## src/rtl/rdc_pkg.sv

```systemverilog
// Shared types and constants for the range distinct-count block.
// No dependencies; the top level and rdc_ctrl import this package.
package rdc_pkg;

   localparam logic OP_PUSH  = 1'b0;
   localparam logic OP_QUERY = 1'b1;

   localparam int VALUE_W = 12;
   localparam int LEFT_W  = 10;
   localparam int TAG_W   = 16;
   localparam int COUNT_W = 11;

   typedef enum logic [3:0] {
      ST_CLEAR,
      ST_IDLE,
      ST_P_LS,
      ST_P_PV,
      ST_P_CHK,
      ST_U_LEAF,
      ST_U_RD,
      ST_U_SUM,
      ST_Q_TEST,
      ST_Q_ADDL,
      ST_Q_RCHK,
      ST_Q_ADDR,
      ST_EMIT
   } state_type;

   typedef enum logic {
      PH_CLEAR,
      PH_SET
   } phase_type;

   typedef struct packed {
      logic ls;
      logic pv;
      logic tree;
   } mem_wr_type;

endpackage

```

## src/rtl/rdc_ctrl.sv

```systemverilog
// Sequencer and shared adder for the range distinct-count block.
// Depends on rdc_pkg; drives the three rdc_ram instances in the top level.
module rdc_ctrl #(
   parameter int POSITIONS  = 1024,
   parameter int VALUE_BITS = 12
) (
   input  logic                                  clock,
   input  logic                                  reset,
   input  logic                                  req_valid,
   output logic                                  req_ready,
   input  logic                                  req_op,
   input  logic [rdc_pkg::VALUE_W-1:0]           req_value,
   input  logic [rdc_pkg::LEFT_W-1:0]            req_left,
   input  logic [rdc_pkg::TAG_W-1:0]             req_tag,
   output logic                                  rsp_valid,
   input  logic                                  rsp_ready,
   output logic [rdc_pkg::COUNT_W-1:0]           rsp_distinct_count,
   output logic [rdc_pkg::TAG_W-1:0]             rsp_tag_out,
   output logic                                  rsp_overflow,
   output rdc_pkg::mem_wr_type                   mem_wr,
   output logic [VALUE_BITS-1:0]                 value_addr,
   output logic [$clog2(POSITIONS)-1:0]          pos_addr,
   input  logic [$clog2(POSITIONS)-1:0]          ls_rdata,
   input  logic [VALUE_BITS-1:0]                 pv_rdata,
   output logic [$clog2(2*POSITIONS)-1:0]        tree_waddr,
   output logic [$clog2(POSITIONS+1)-1:0]        tree_wdata,
   output logic [$clog2(2*POSITIONS)-1:0]        tree_raddr,
   input  logic [$clog2(POSITIONS+1)-1:0]        tree_rdata
);

   import rdc_pkg::*;

   localparam int PI   = $clog2(POSITIONS);
   localparam int PW   = $clog2(POSITIONS + 1);
   localparam int CW   = PW;
   localparam int NW   = $clog2(2 * POSITIONS);
   localparam int LW   = $clog2(2 * POSITIONS + 1);
   localparam int CMPW = (PW > LEFT_W) ? PW : LEFT_W;

   localparam logic [LW-1:0] NODE_BASE = LW'(POSITIONS);
   localparam logic [PW-1:0] FULL      = PW'(POSITIONS);
   localparam logic [NW-1:0] LAST_NODE = NW'(2 * POSITIONS - 1);
   localparam logic [NW-1:0] ROOT      = NW'(1);

   state_type             state_ff, state_in;
   phase_type             phase_ff, phase_in;
   logic [PW-1:0]         np_ff, np_in;
   logic [VALUE_BITS-1:0] value_ff, value_in;
   logic [TAG_W-1:0]      tag_ff, tag_in;
   logic                  ovf_ff, ovf_in;
   logic [PI-1:0]         p_ff, p_in;
   logic [NW-1:0]         i_ff, i_in;
   logic [CW-1:0]         val_ff, val_in;
   logic [LW-1:0]         l_ff, l_in;
   logic [LW-1:0]         r_ff, r_in;
   logic [CW-1:0]         total_ff, total_in;
   logic [NW-1:0]         clr_ff, clr_in;
   logic                  rsp_valid_ff, rsp_valid_in;
   logic [COUNT_W-1:0]    rsp_count_ff, rsp_count_in;
   logic [TAG_W-1:0]      rsp_tag_ff, rsp_tag_in;
   logic                  rsp_ovf_ff, rsp_ovf_in;

   logic          accept;
   logic          full;
   logic          left_lt;
   logic          seen;
   logic          out_free;
   logic          is_query;
   logic [LW-1:0] set_node;
   logic [LW-1:0] clr_node;
   logic [LW-1:0] r_dec;
   logic [CW-1:0] add_a;
   logic [CW-1:0] sum;

   assign req_ready = (state_ff == ST_IDLE);
   assign accept    = req_valid && req_ready;
   assign full      = (np_ff == FULL);
   assign left_lt   = CMPW'(req_left) < CMPW'(np_ff);
   assign set_node  = NODE_BASE + LW'(np_ff);
   assign clr_node  = NODE_BASE + LW'(p_ff);
   assign r_dec     = r_ff - LW'(1);
   assign out_free  = !rsp_valid_ff || rsp_ready;
   // previous position is live only if it was filled and still holds this value
   assign seen      = (PW'(p_ff) < np_ff) && (pv_rdata == value_ff);

   // shared adder: walk partial sum or query total plus the tree read
   assign is_query  = (state_ff == ST_Q_ADDL) || (state_ff == ST_Q_ADDR);
   assign add_a     = is_query ? total_ff : val_ff;
   assign sum       = add_a + tree_rdata;

   assign value_addr = value_ff;
   assign pos_addr   = np_ff[PI-1:0];

   always_comb begin
      state_in = state_ff;
      case (state_ff)
         ST_CLEAR: begin
            if (clr_ff == LAST_NODE) state_in = ST_IDLE;
         end
         ST_IDLE: begin
            if (accept) begin
               if (req_op == OP_PUSH) begin
                  state_in = full ? ST_EMIT : ST_P_LS;
               end else begin
                  state_in = left_lt ? ST_Q_TEST : ST_EMIT;
               end
            end
         end
         ST_P_LS:   state_in = ST_P_PV;
         ST_P_PV:   state_in = ST_P_CHK;
         ST_P_CHK:  state_in = ST_U_LEAF;
         ST_U_LEAF: state_in = ST_U_RD;
         ST_U_RD: begin
            if (i_ff == ROOT) begin
               state_in = (phase_ff == PH_CLEAR) ? ST_U_LEAF : ST_IDLE;
            end else begin
               state_in = ST_U_SUM;
            end
         end
         ST_U_SUM:  state_in = ST_U_RD;
         ST_Q_TEST: begin
            if (l_ff >= r_ff)    state_in = ST_EMIT;
            else if (l_ff[0])    state_in = ST_Q_ADDL;
            else                 state_in = ST_Q_RCHK;
         end
         ST_Q_ADDL: state_in = ST_Q_RCHK;
         ST_Q_RCHK: state_in = r_ff[0] ? ST_Q_ADDR : ST_Q_TEST;
         ST_Q_ADDR: state_in = ST_Q_TEST;
         ST_EMIT: begin
            if (out_free) state_in = ST_IDLE;
         end
         default:   state_in = ST_IDLE;
      endcase
   end

   always_comb begin
      phase_in     = phase_ff;
      np_in        = np_ff;
      value_in     = value_ff;
      tag_in       = tag_ff;
      ovf_in       = ovf_ff;
      p_in         = p_ff;
      i_in         = i_ff;
      val_in       = val_ff;
      l_in         = l_ff;
      r_in         = r_ff;
      total_in     = total_ff;
      clr_in       = clr_ff;
      rsp_valid_in = rsp_valid_ff && !rsp_ready;
      rsp_count_in = rsp_count_ff;
      rsp_tag_in   = rsp_tag_ff;
      rsp_ovf_in   = rsp_ovf_ff;
      mem_wr       = '0;
      tree_waddr   = i_ff;
      tree_wdata   = val_ff;
      tree_raddr   = i_ff ^ ROOT;
      case (state_ff)
         ST_CLEAR: begin
            mem_wr.tree = 1'b1;
            tree_waddr  = clr_ff;
            tree_wdata  = '0;
            clr_in      = clr_ff + NW'(1);
         end
         ST_IDLE: begin
            if (accept) begin
               value_in = VALUE_BITS'(req_value);
               tag_in   = req_tag;
               ovf_in   = 1'b0;
               total_in = '0;
               l_in     = LW'(req_left) + NODE_BASE;
               r_in     = set_node;
               if ((req_op == OP_PUSH) && full) begin
                  ovf_in = 1'b1;
                  tag_in = '0;
               end
            end
         end
         ST_P_LS: begin
         end
         ST_P_PV: begin
            p_in = ls_rdata;
         end
         ST_P_CHK: begin
            mem_wr.ls = 1'b1;
            mem_wr.pv = 1'b1;
            if (seen) begin
               i_in     = clr_node[NW-1:0];
               val_in   = '0;
               phase_in = PH_CLEAR;
            end else begin
               i_in     = set_node[NW-1:0];
               val_in   = CW'(1);
               phase_in = PH_SET;
            end
         end
         ST_U_LEAF: begin
            mem_wr.tree = 1'b1;
         end
         ST_U_RD: begin
            if (i_ff == ROOT) begin
               if (phase_ff == PH_CLEAR) begin
                  i_in     = set_node[NW-1:0];
                  val_in   = CW'(1);
                  phase_in = PH_SET;
               end else begin
                  np_in = np_ff + PW'(1);
               end
            end
         end
         ST_U_SUM: begin
            mem_wr.tree = 1'b1;
            tree_waddr  = i_ff >> 1;
            tree_wdata  = sum;
            val_in      = sum;
            i_in        = i_ff >> 1;
         end
         ST_Q_TEST: begin
            tree_raddr = l_ff[NW-1:0];
         end
         ST_Q_ADDL: begin
            total_in = sum;
            l_in     = l_ff + LW'(1);
         end
         ST_Q_RCHK: begin
            tree_raddr = r_dec[NW-1:0];
            if (r_ff[0]) begin
               r_in = r_dec;
            end else begin
               l_in = l_ff >> 1;
               r_in = r_ff >> 1;
            end
         end
         ST_Q_ADDR: begin
            total_in = sum;
            l_in     = l_ff >> 1;
            r_in     = r_ff >> 1;
         end
         ST_EMIT: begin
            if (out_free) begin
               rsp_valid_in = 1'b1;
               rsp_count_in = COUNT_W'(total_ff);
               rsp_tag_in   = tag_ff;
               rsp_ovf_in   = ovf_ff;
            end
         end
         default: begin
         end
      endcase
   end

   always_ff @(posedge clock) begin
      if (reset) begin
         state_ff     <= ST_CLEAR;
         np_ff        <= '0;
         clr_ff       <= '0;
         rsp_valid_ff <= 1'b0;
      end else begin
         state_ff     <= state_in;
         np_ff        <= np_in;
         clr_ff       <= clr_in;
         rsp_valid_ff <= rsp_valid_in;
      end
   end

   always_ff @(posedge clock) begin
      phase_ff     <= phase_in;
      value_ff     <= value_in;
      tag_ff       <= tag_in;
      ovf_ff       <= ovf_in;
      p_ff         <= p_in;
      i_ff         <= i_in;
      val_ff       <= val_in;
      l_ff         <= l_in;
      r_ff         <= r_in;
      total_ff     <= total_in;
      rsp_count_ff <= rsp_count_in;
      rsp_tag_ff   <= rsp_tag_in;
      rsp_ovf_ff   <= rsp_ovf_in;
   end

   assign rsp_valid          = rsp_valid_ff;
   assign rsp_distinct_count = rsp_count_ff;
   assign rsp_tag_out        = rsp_tag_ff;
   assign rsp_overflow       = rsp_ovf_ff;

`ifndef SYNTH
   a_np_step: assert property (@(posedge clock) disable iff (reset)
      1'b1 |=> (np_ff == $past(np_ff)) || (np_ff == $past(np_ff) + PW'(1)))
      else $error("fill count jumped");

   a_np_bound: assert property (@(posedge clock) disable iff (reset)
      (state_ff == ST_EMIT) |-> ((total_ff <= np_ff) && (np_ff <= FULL)))
      else $error("answer exceeds filled positions");

   a_rsp_src: assert property (@(posedge clock) disable iff (reset)
      $rose(rsp_valid_ff) |-> $past(state_ff == ST_EMIT))
      else $error("result raised outside emit");

   a_walk_root: assert property (@(posedge clock) disable iff (reset)
      (state_ff == ST_U_SUM) |-> (i_ff > ROOT))
      else $error("tree walk passed the root");
`endif

endmodule
```

## config.mk

```make
export PLATFORM = sky130hd
export DESIGN_NAME = rdc_ctrl
export DESIGN_NICKNAME = d
export VERILOG_FILES = /design/src/rtl/rdc_pkg.sv /design/src/rtl/rdc_ctrl.sv
export SDC_FILE = /design/constraint.sdc
export NUM_CORES = 1
export LEC_CHECK = 0
export BUFFER_PORTS_ARGS = -buffer_cell sky130_fd_sc_hd__clkbuf_2
export CELL_PAD_IN_SITES_DETAIL_PLACEMENT = 1
export CELL_PAD_IN_SITES_GLOBAL_PLACEMENT = 2
export CORE_ASPECT_RATIO = 1.5
export CORE_MARGIN = 10
export CORE_UTILIZATION = 33
export DETAILED_ROUTE_END_ITERATION = 10
export GPL_TIMING_DRIVEN = 0
export PLACE_DENSITY_LB_ADDON = 0.15
export SYNTH_ARGS = -nofsm -noshare
export SYNTH_HDL_FRONTEND = slang
export SYNTH_SLANG_ARGS = --single-unit
```

## constraint.sdc

```tcl
create_clock -name clock -period 4.76 [get_ports clock]
set_input_delay 0 -clock clock [delete_from_list [all_inputs] [get_ports clock]]
set_output_delay 0 -clock clock [all_outputs]
set_load 0.05 [all_outputs]
```

==> results of run 1 <==
where the power goes:
part	internal [mW]	total [mW]	switching [mW]
registers	1.43	1.43	0.00195
logic	0.0797	0.153	0.0734
clock network	0.787	1.39	0.606
timing repair:
action | CTS | global route
pin swaps | 0 | 0
gates resized for setup | 1 | 2
buffers inserted | 0 | 0
endpoints found under the hold margin | 44 | 0
hold buffers | 40 | 0
setup endpoints to repair | 1 | 1
registers in the layout, summed over array words and instances, names as in the netlist, 12 cells and up:
| name | flops |
|---|---|
| rsp_tag_out | 16 |
| value_addr | 12 |
| l_ff | 12 |
| r_ff | 12 |
| tag_ff | 16 |
per-stage QoR:
step	std cells	area [um^2]	TNS (ps)	setup WS, ps	hold slack (ps)
2_1_floorplan	791	8400	0	873	98.9
3_3_place_gp	1281	9620	-4960	-180	176
3_5_place_dp	1285	9690	0	262	179
4_1_cts	1357	10700	0	102	2.32
5_1_grt	1356	10700	0	13.3	26.1
6_report	1356	10700	0	192	14.0
kinds of logic after synthesis:
group | count (synthesis) | synth area share (%)
and+or+nand+nor | 254 | 15.0
adders and majority gates | 47 | 7.09
AOI/OAI and AO/OA | 194 | 15.0
muxes | 16 | 2.06
buffers and inverters | 76 | 4.04
DFF | 152 | 51.1
xor gates and xnor gates | 52 | 5.59
layout make-up:
class | count | area (um^2)
multi-input combinational | 563 | 3780
sequential | 152 | 4290
clock inverter | 14 | 163
buffer | 45 | 225
tap | 328 | 410
timing repair buffer | 206 | 1270
clock buffer | 18 | 429
fill | 2860 | 14400
inverter | 30 | 113
placed cells by master (no fill, tap or decap), drive strengths merged, types with 13 or more instances in the layout:
cell type | synthesis | final
nand3 | 20 | 20
ha | 46 | 46
dlygate4sd3 | 0 | 40
a221o | 20 | 20
a21o | 14 | 14
clkbuf | 26 | 205
buf | 20 | 24
dfxtp | 27 | 27
edfxtp | 125 | 125
inv | 30 | 37
a21oi | 51 | 51
and2 | 13 | 13
nand2 | 58 | 58
nand4 | 14 | 14
nor2b | 24 | 24
xnor2 | 37 | 37
nor2 | 73 | 73
o21ai | 53 | 53
xor2 | 14 | 14
worst register-to-register path: cells and delay by family (launching register included):
kind                     cells  cell delay (ps)
AO/OA/AOI/OAI                4             1270
buffers and inverters        3              710
multiplexers                 2              540
AND/OR/NAND/NOR              2              370
XOR/XNOR                     1              360
adder cells (fa/ha/maj)      1              350
flip-flops                   1              300
synth_stat cells (10+ instances only):
master    number  area, um^2
xnor2_1       37         324
nand3_1       20         100
nor2_1        72         270
and2_1        13        81.3
a21oi_1       51         255
nand4_1       14        87.6
o22ai_1       12        75.1
ha_1          46         576
a21o_1        14         105
clkbuf_1      26        97.6
a221o_1       20         200
xor2_1        14         123
nor2b_1       24         150
inv_1         30         113
buf_4         11        82.6
dfxtp_1       27         541
nand2_1       58         218
mux2_2        10         113
o21ai_0       52         260
nor3_1        11        55.1
edfxtp_1     125        3750
per-layer routing:
metal | global-route usage (%) | part of all wire [%] | vias up
li1 | - | - | 3380
met1 | 18.6 | 38 | 3339
met3 | 5.34 | 5.9 | 53
met4 | 8.97 | 4.5 | 0
met5 | 0 | 0 | -
met2 | 32.7 | 52 | 192
how the worst max path moves through the flow:
stage / start / endpoint / cells past startpoint
2_1_floorplan: state_ff[2] / tree_wdata[9] / 13
3_3_place_gp: state_ff[2] / rsp_tag_out[9] / 4
3_5_place_dp: state_ff[2] / total_ff[10] / 13
4_1_cts: state_ff[2] / tree_wdata[10] / 14
5_1_grt: state_ff[2] / tree_wdata[10] / 13
6_report: state_ff[3] / tree_wdata[10] / 14
==> summary.txt, run 1 <==
Yosys
  • Netlist Area Pre-Place: 8400 um^2
  • Ys async rst share: 0%
  • Post-synth EDFFs: 125
  • Seq/Total Area, Yosys: 51.1%
  • Yosys cell types: 58
  • Yosys reg bits: approximately 150
  • Mean post-synth cell area: 10.6 um^2
  • Syn Inst Count: 791
  • Synth Flop Type: edfxtp_1
  • Post-synth net total: 914
  • Syn. warnings: 0

Route
  • DRT Pass-1 Iters: 4
  • Detailed-route DRC error count: 0
  • Final wirelength: 29.1 mm
  • Post-route antenna net violation count: 0
  • 1st-iter DRT viols: 323
  • Vias per inst: 5.14
  • Avg WL per Cell: 21.4 um
  • Via count: 6964

STA
  • Worst-Margin Slew: 1210 ps
  • Final hold vios: 0
  • Worst slew margin: 19.6%
  • Setup violators final: 0
  • Achievable frequency: 0.219 GHz
  • Ratio of final minimum period to clock period: ~96%
  • Final Max Tran Viols: 0
  • Clock skew: about 14 ps
  • Unrepaired setup endpoints after global routing: no
  • Tmin final: 4570 ps

Floorplanning
  • IO Count: 164
  • Starting density of the core: 33.5%
  • Row count: 71
  • Die ar.: around 32000 um^2
  • Core Footprint: around 25000 um^2
  • Die H: 215 um
  • Die Wd: 150 um

Worst setup path
  • Critical path fanouts, max: 10
  • R2R cell count: 13
  • Crit path launch type: flip-flop
  • CP max stage cell: a211oi_1
  • CP endpoint kind: output pin
  • RR Startpoint: state_ff[3]
  • WP data required: 4760 ps
  • WS Path Type: reg2out
  • Bufs and invs on worst path: 4
  • Worst flop-to-flop path endpoint: total_ff[10]
  • CP cell instances: buf_2 -> nor2b_1 -> clkbuf_1 -> nand2_1 -> buf_2 -> mux2_2 -> ha_1 -> a211oi_1 -> o21bai_1 -> o2111a_1 -> a211oi_1 -> xnor3_1 -> a22o_1 -> clkbuf_2
  • Cell family with most CP delay: compound AO/OA/AOI/OAI gates
  • Setup slack, reg-to-reg: slightly below 600 ps
  • Arr. time, crit path: between 4000 and 5000 ps
  • Crit path largest cell delay: 410 ps

Clock network
  • TritonCTS clock tree: built
  • Clock sinks: between 150 and 200
  • Clk_lat worst skew: 440 ps
  • Clk slew on worst S/H paths: roughly 70 ps
  • CTS H-Tree Depth: 4
  • CTS Buffer Depth: 2
  • Total CTS buffers: 17
  • CTS Root Cell: clkbuf_16

Layout
  • Final #Nets: between 1000 and 1500
  • Area growth syn-to-layout: 27.2%
  • # diodes: 0
  • Post-layout util: 42.6%
  • Layout cells sized above 1: 22.7%

GRT
  • Initial antenna violation count: 0
  • Global-route wire length before repair: 44.6 mm
  • Total grt overflow: 0
  • Vias in the first global route: a little under 8000
  • GRT Total Usage: 18.2%
  • Largest net degree at the start of global routing: 30

Run status
  • Outcome: finished, final reports clean

Placed design
  • Final HPWL DP: ~23 mm
  • GPL Wtd Cong: 0.889
  • PortBufs: 162

Hold path
  • Hold WC Path Type: in2reg
  • WHS Path Cells: 3
  • HP Start: req_left[0]
  • Min-Delay Endpoint: l_ff[0]

Flow run
  • Max-cap viol count: 0

Pwr
  • Leak: roughly 4.2 nW
  • Maximum VDD drop: ~0.00024 V
  • Power density over the cells: 278 nW/um^2
  • Pwr Total: approximately 3.0 mW
Note: power is estimated with default switching activity, not from simulation.
==> inputs of run 2 (changes only) <==
--- a/config.mk
+++ b/config.mk
@@ -10,7 +10,7 @@
 export CELL_PAD_IN_SITES_GLOBAL_PLACEMENT = 2
 export CORE_ASPECT_RATIO = 1.5
 export CORE_MARGIN = 10
-export CORE_UTILIZATION = 33
+export CORE_UTILIZATION = 32
 export DETAILED_ROUTE_END_ITERATION = 10
 export GPL_TIMING_DRIVEN = 0
 export PLACE_DENSITY_LB_ADDON = 0.15
==> constraint.sdc (replaced) <==
create_clock -name clock -period 4.1 [get_ports clock]
set_input_delay 0 -clock clock [delete_from_list [all_inputs] [get_ports clock]]
set_output_delay 0 -clock clock [all_outputs]
set_load 0.05 [all_outputs]
==> run 2 against run 1 <==
Compared with the run above: clock power is 16% higher; critical path type unchanged; largest power group unchanged; combinational power rose by 17%; routed wire length increased by 1.5%.
==> summary.txt, run 2 (same netlist as run 1, synthesis figures left out) <==
STA
  • Hold_ws: 19.4 ps (+5.36 ps)
  • Final hold vios: 0 (unchanged)
  • Ratio of final minimum period to clock period: 94.5%
  • Unrepaired setup endpoints after global routing: no
  • Final Max Tran Viols: 0 (unchanged)
  • Achievable frequency: 0.258 GHz
  • Clock skew: 9.60 ps (-4.31 ps)
  • Final setup TNS: 0 ps (unchanged)
  • Setup violators final: 0 (unchanged)
  • Worst slew margin: 17.2% (-2.5 points)
  • Tmin final: 3880 ps
  • Worst-Margin Slew: 1240 ps (+36.9 ps)

Floorplanning
  • Starting density of the core: 32.5% (-1.0 points)
  • Die ar.: 33300 um^2 (+2.8%)
  • Row count: 72 (+1.4%)
  • Die H: 218 um (+1.4%)
  • IO Count: 164 (unchanged)
  • Core Footprint: 25900 um^2 (+3.2%)
  • Die Wd: 152 um (+1.3%)

Worst setup path
  • Crit path launch type: flip-flop
  • Crit path largest cell delay: 390 ps (-20 ps)
  • CP endpoint kind: output pin
  • WS Path Type: reg2out
  • WP data required: 4100 ps (-660 ps)
  • R2R cell count: 13 (unchanged)
  • Critical path fanouts, max: 9 (-1)
  • Cell family with most CP delay: compound AO/OA/AOI/OAI gates
  • Arr. time, crit path: 3880 ps (-690 ps)
  • Worst flop-to-flop path endpoint: val_ff[10]
  • Setup slack, reg-to-reg: 680 ps (+90 ps)
  • RR Startpoint: state_ff[3]
  • CP max stage cell: fa_2
  • CP cell instances: clkbuf_4 -> nor2b_1 -> buf_4 -> nand2_4 -> mux2_2 -> ha_2 -> fa_2 -> a211oi_2 -> o21bai_2 -> o2111a_1 -> a211oi_2 -> xnor3_1 -> a22o_1 -> buf_4
  • Bufs and invs on worst path: 3 (-1)

GRT
  • Global-route wire length before repair: 45.1 mm (+1.2%)
  • Total grt overflow: 0 (unchanged)
  • Largest net degree at the start of global routing: 30 (unchanged)
  • GRT Total Usage: 17.5% (-0.71 points)
  • Initial antenna violation count: 0 (unchanged)
  • Vias in the first global route: 7652 (-1.7%)

Clock network
  • CTS Root Cell: clkbuf_16
  • CTS Buffer Depth: 2 (unchanged)
  • Total CTS buffers: 17 (unchanged)
  • CTS H-Tree Depth: 4 (unchanged)
  • Clk_lat worst skew: 430 ps (about the same)
  • Clk slew on worst S/H paths: 70 ps (about the same)
  • TritonCTS clock tree: built
  • Clock sinks: 152 (unchanged)

Pwr
  • Maximum VDD drop: 0.000283 V (+18%)
  • Power density over the cells: 321 nW/um^2 (+15%)
  • Leak: 4.28 nW (+0.92%)

Placed design
  • Final HPWL DP: 23.5 mm (+0.92%)
  • PortBufs: 162 (unchanged)
  • GPL Wtd Cong: 0.831 (-6.5%)

Flow run
  • Max-cap viol count: 0 (unchanged)

Hold path
  • Hold WC Path Type: in2reg
  • WHS Path Cells: 3 (unchanged)
  • HP Start: req_left[1]
  • Min-Delay Endpoint: l_ff[1]

Layout
  • Most frequent cells in the layout: 161 x clkbuf_2, 125 x edfxtp_1, 71 x nor2_1
  • Area growth syn-to-layout: 28.0%
  • Layout cells sized above 1: 23.5% (+0.85 points)
  • # diodes: 0 (unchanged)
  • Commonest non-fill, non-tap cell in the layout: clkbuf_2
  • Final #Nets: 1139 (+0.088%)

Route
  • Avg WL per Cell: 21.7 um (+1.1%)
  • 1st-iter DRT viols: 300 (-7.1%)
  • Detailed-route DRC error count: 0 (unchanged)
  • Post-route antenna net violation count: 0 (unchanged)
  • Vias per inst: 5.13 (-0.15%)
  • Via count: 6984 (+0.29%)
  • Final wirelength: 29.5 mm (+1.5%)
  • DRT Pass-1 Iters: 4 (unchanged)

Run status
  • Outcome: finished, final reports clean
## run 2: changes by cell type in the layout (fill, tap and decap cells not counted), sizes merged
| cell | delta |
|---|---|
| clkinv | +2 |
| inv | -4 |
| buf | +3 |
## run 2: cell type report
class                           instances  area (um^2)
Buffer                                 45          238
Multi-Input combinational cell        563         3800
Clock buffer                           20          457
Sequential cell                       152         4290
Clock inverter                         12          141
Timing Repair Buffer                  207         1290
Tap cell                              333          417
Fill cell                            2921        15100
Inverter                               30          113
## run 2: worst max path at each step
stage | slack [ps] | startpoint | cells after the start | to
finish | 220 | state_ff[3] | 14 | tree_wdata[10]
global route | 4 | state_ff[3] | 14 | tree_wdata[10]
CTS | 80 | state_ff[3] | 14 | tree_wdata[10]
detailed placement | -320 | state_ff[2] | 14 | tree_wdata[10]
global placement | -870 | state_ff[2] | 4 | rsp_tag_out[3]
floorplan | 210 | state_ff[2] | 13 | tree_wdata[9]
## run 2: per-stage QoR
stage	utilization (%)	std cells	setup slack, ps	power [mW]	area, um^2
floorplan	-	791	213	1.77	8400
global placement	37.2	1286	-869	1.84	9620
detailed placement	37.5	1290	-319	1.84	9700
CTS	41.5	1361	75.5	3.49	10700
global route	41.6	1362	4.11	3.57	10700
finish	41.6	1362	225	3.45	10700
## run 2: worst reg2reg max path, delay by kind of cell (launching register included)
kind                       cells  cell delay (ps)
adders and majority gates      2              590
AOI/OAI and AO/OA              4              930
DFF                            1              300
xor gates and xnor gates       1              270
muxes                          1              340
buffers and inverters          2              350
and+or+nand+nor                3              410
## run 2: repair_timing
item / 4_1_cts / 5_1_grt
setup buffers: 0 / 1
pin swaps: 0 / 4
gates resized for setup: 9 / 11
hold buffers: 40 / 0
endpoints found under the setup margin: 10 / 2
endpoints found under the hold margin: 44 / 0
## run 2: power breakdown
part	internal, mW	switching [mW]	total [mW]	leakage [nW]
clock network	0.937	0.674	1.61	0.288
logic	0.0942	0.0850	0.179	2.64
registers	1.66	0.00246	1.66	1.36
## run 2: metal layers
metal	track usage (%)	wire length (um)	vias up
met5	0	0	-
met4	5.53	586	0
met3	4.78	1500	22
met2	33.1	16000	159
met1	18.2	11400	3434
li1	-	-	3369
==> inputs of run 3 (changes only) <==
--- a/config.mk
+++ b/config.mk
@@ -10,10 +10,11 @@
 export CELL_PAD_IN_SITES_GLOBAL_PLACEMENT = 2
 export CORE_ASPECT_RATIO = 1.5
 export CORE_MARGIN = 10
-export CORE_UTILIZATION = 32
+export CORE_UTILIZATION = 33
 export DETAILED_ROUTE_END_ITERATION = 10
 export GPL_TIMING_DRIVEN = 0
 export PLACE_DENSITY_LB_ADDON = 0.15
+export RECOVER_POWER = 50
 export SYNTH_ARGS = -nofsm -noshare
 export SYNTH_HDL_FRONTEND = slang
 export SYNTH_SLANG_ARGS = --single-unit
==> constraint.sdc (replaced) <==
create_clock -name clock -period 4.7 [get_ports clock]
set_input_delay 0 -clock clock [delete_from_list [all_inputs] [get_ports clock]]
set_output_delay 0 -clock clock [all_outputs]
set_load 0.05 [all_outputs]
==> run 3 against run 2 <==
Compared with the run above: the flow now finishes with violations (capacitance limit, slew limit); utilization up 0.67 points; global-route usage up 0.71 points; final area down 1.5%; critical endpoint unchanged; largest power group unchanged; highest routed layer unchanged.
==> summary.txt, run 3 (same netlist as run 1, synthesis figures left out) <==
Clock network
  • CTS H-Tree Depth: 4 (unchanged)
  • Postcts setup bufs: 0 (unchanged)
  • Total CTS buffers: 17 (unchanged)
  • CTS Buffer Depth: 2 (unchanged)
  • Clk slew on worst S/H paths: 70 ps (about the same)
  • Clock sinks: 152 (unchanged)
  • TritonCTS clock tree: built
  • CTS Root Cell: clkbuf_16
  • Clk_lat worst skew: 440 ps (about the same)

Run status
  • Outcome: complete, but fails checks
  • Failing checks: capacitance limit, slew limit

Placed design
  • PortBufs: 162 (unchanged)
  • Placed Cells: 1285 (-0.39%)
  • GPL Wtd Cong: 0.889 (+7.0%)
  • DP Area: 9690 um^2 (-0.10%)
  • Final HPWL DP: 23.3 mm (-0.91%)
  • Place WS: 202 ps (+521 ps)

Pwr
  • Flop pwr share: 48.0% (about the same)
  • Maximum VDD drop: 0.000243 V (-14%)
  • Clk pwr share: 46.8% (about the same)
  • Leak: 4.05 nW (-5.5%)
  • Comb pwr share: 5.1% (about the same)
  • Switch share: 22.9% (+0.86 points)
  • Pwr Total: 3.01 mW (-13%)
  • Internal Pwr Total: 2.32 mW (-14%)
  • Power density over the cells: 285 nW/um^2 (-11%)
  • Switching Power: 0.691 mW (-9.2%)

Route
  • Final wirelength: 29.1 mm (-1.4%)
  • Vias per inst: 5.14 (+0.17%)
  • 1st-iter DRT viols: 336 (+12%)
  • Detailed-route DRC error count: 0 (unchanged)
  • Avg WL per Cell: 21.5 um (-0.98%)
  • Post-route antenna net violation count: 0 (unchanged)
  • Via count: 6965 (-0.27%)
  • DRT Pass-1 Iters: 4 (unchanged)

Worst setup path
  • Arr. time, crit path: 4310 ps (+430 ps)
  • Worst flop-to-flop path endpoint: total_ff[10]
  • WP data required: 4700 ps (+600 ps)
  • CP cell instances: buf_2 -> nor2b_1 -> clkbuf_1 -> nand2_1 -> buf_2 -> mux2_2 -> ha_1 -> a211oi_1 -> o21bai_1 -> o2111a_1 -> a211oi_2 -> xnor3_1 -> a22o_1 -> clkbuf_2
  • Crit path launch type: flip-flop
  • CP max stage cell: mux2_2
  • CP endpoint kind: output pin
  • RR Startpoint: state_ff[3]
  • Setup slack, reg-to-reg: 780 ps (+100 ps)
  • WS Path Type: reg2out
  • R2R cell count: 13 (unchanged)
  • Cell family with most CP delay: compound AO/OA/AOI/OAI gates
  • Crit path largest cell delay: 390 ps (about the same)
  • Critical path fanouts, max: 10 (+1)
  • Most frequent CP cell: buf_2
  • Bufs and invs on worst path: 4 (+1)

STA
  • Worst slew margin: -17.7% (-35 points)
  • Final setup TNS: 0 ps (unchanged)
  • Tmin final: 4310 ps
  • Hold_ws: 8.65 ps (-10.7 ps)
  • Ratio of final minimum period to clock period: 91.6%
  • PnR worst setup slack: 394 ps (+169 ps)
  • Achievable frequency: roughly 0.23 GHz
  • Final Max Tran Viols: 11 (+11)
  • Clock skew: 15.2 ps (+5.63 ps)
  • Final hold vios: 0 (unchanged)
  • Unrepaired setup endpoints after global routing: no
  • Worst-Margin Slew: 1750 ps (+509 ps)
  • Setup violators final: 0 (unchanged)

Layout
  • Fin area: 10600 um^2 (-1.5%)
  • Area growth syn-to-layout: 26.0%
  • Final cell count without fillers: 1356 (-0.44%)
  • Commonest non-fill, non-tap cell in the layout: edfxtp_1
  • Layout cells sized above 1: 16.8% (-6.7 points)
  • Layout fillers: 2876 (-1.5%)
  • # diodes: 0 (unchanged)
  • Final #Nets: 1138 (-0.088%)
  • Post-layout util: 42.2% (+0.67 points)
  • Most frequent cells in the layout: 125 x edfxtp_1, 109 x clkbuf_2, 85 x clkbuf_1

Hold path
  • Hold WC Path Type: in2reg
  • HP Start: req_left[0]
  • Min-Delay Endpoint: l_ff[0]
  • WHS Path Cells: 3 (unchanged)

Floorplanning
  • Row count: 71 (-1.4%)
  • Die H: 215 um (-1.4%)
  • Die ar.: 32400 um^2 (-2.7%)
  • Die Wd: 150 um (-1.3%)
  • Core Footprint: 25100 um^2 (-3.1%)
  • IO Count: 164 (unchanged)
  • Starting density of the core: 33.5% (+1.0 points)

GRT
  • Global-route wire length before repair: 44.6 mm (-1.2%)
  • Total grt overflow: 0 (unchanged)
  • Initial antenna violation count: 0 (unchanged)
  • GRT Total Usage: 18.2% (+0.71 points)
  • Vias in the first global route: 7784 (+1.7%)
  • Largest net degree at the start of global routing: 30 (unchanged)

Flow run
  • Max-cap viol count: 1 (+1)
run 3: cell types whose count changed in the layout (fill, tap and decap cells not counted), moves of 2 or more:
cell	delta
buf_1	-2
buf_4	-3
buf_6	-2
clkbuf_1	+61
clkbuf_2	-52
clkbuf_8	-2
clkinv_4	-2
inv_6	+2
inv_8	+2
nor3_1	+3
nor3_2	-2
o21ai_0	+2
o21ai_1	-2
run 3: timing repair:
item | CTS | global route
gates cloned | 0 | 0
resized for setup | 1 | 3
hold endpoints to repair | 44 | 0
setup endpoints to repair | 1 | 1
hold buffers | 40 | 0
run 3: final cells by class:
class	instances	area, um^2	area share (%)
plain buffers	45	223	2.10
clock buffers	18	429	4.06
clock inverters	14	163	1.54
inverters	30	113	1.06
multi-input cells	563	3760	35.5
flip-flops and latches	152	4290	40.6
well taps	328	410	3.88
repair buffers	206	1190	11.2
run 3: how the worst max path moves through the flow:
stage	cells past startpoint	from	endpoint	slack [ps]
after floorplan	13	state_ff[2]	tree_wdata[9]	810
after global placement	4	state_ff[2]	rsp_tag_out[9]	-240
after detailed placement	13	state_ff[2]	total_ff[10]	200
after CTS	14	state_ff[2]	tree_wdata[10]	40
after global routing	14	state_ff[3]	tree_wdata[10]	160
final	14	state_ff[3]	tree_wdata[10]	390
run 3: layer usage:
layer	part of all wire (%)	track usage [%]	routed length (um)
met1	38	18.6	10900
met2	52	32.7	15100
met3	6.1	5.34	1770
met4	4.5	8.97	1320
met5	0	0	0
run 3: power groups by stage:
stage | logic (mW) | registers, mW | clock network (mW)
2_1_floorplan | 0.0696 | 1.48 | 0
3_3_place_gp | 0.126 | 1.48 | 0
3_5_place_dp | 0.128 | 1.48 | 0
4_1_cts | 0.155 | 1.45 | 1.45
5_1_grt | 0.172 | 1.45 | 1.50
6_report | 0.155 | 1.45 | 1.41
run 3: worst register-to-register path, delay by kind of cell (launching register included):
| family | cells | cell delay (ps) |
|---|---|---|
| xor gates and xnor gates | 1 | 340 |
| AOI/OAI and AO/OA | 4 | 1060 |
| muxes | 2 | 540 |
| adders and majority gates | 1 | 350 |
| DFF | 1 | 300 |
| and+or+nand+nor | 2 | 360 |
| buffers and inverters | 3 | 680 |
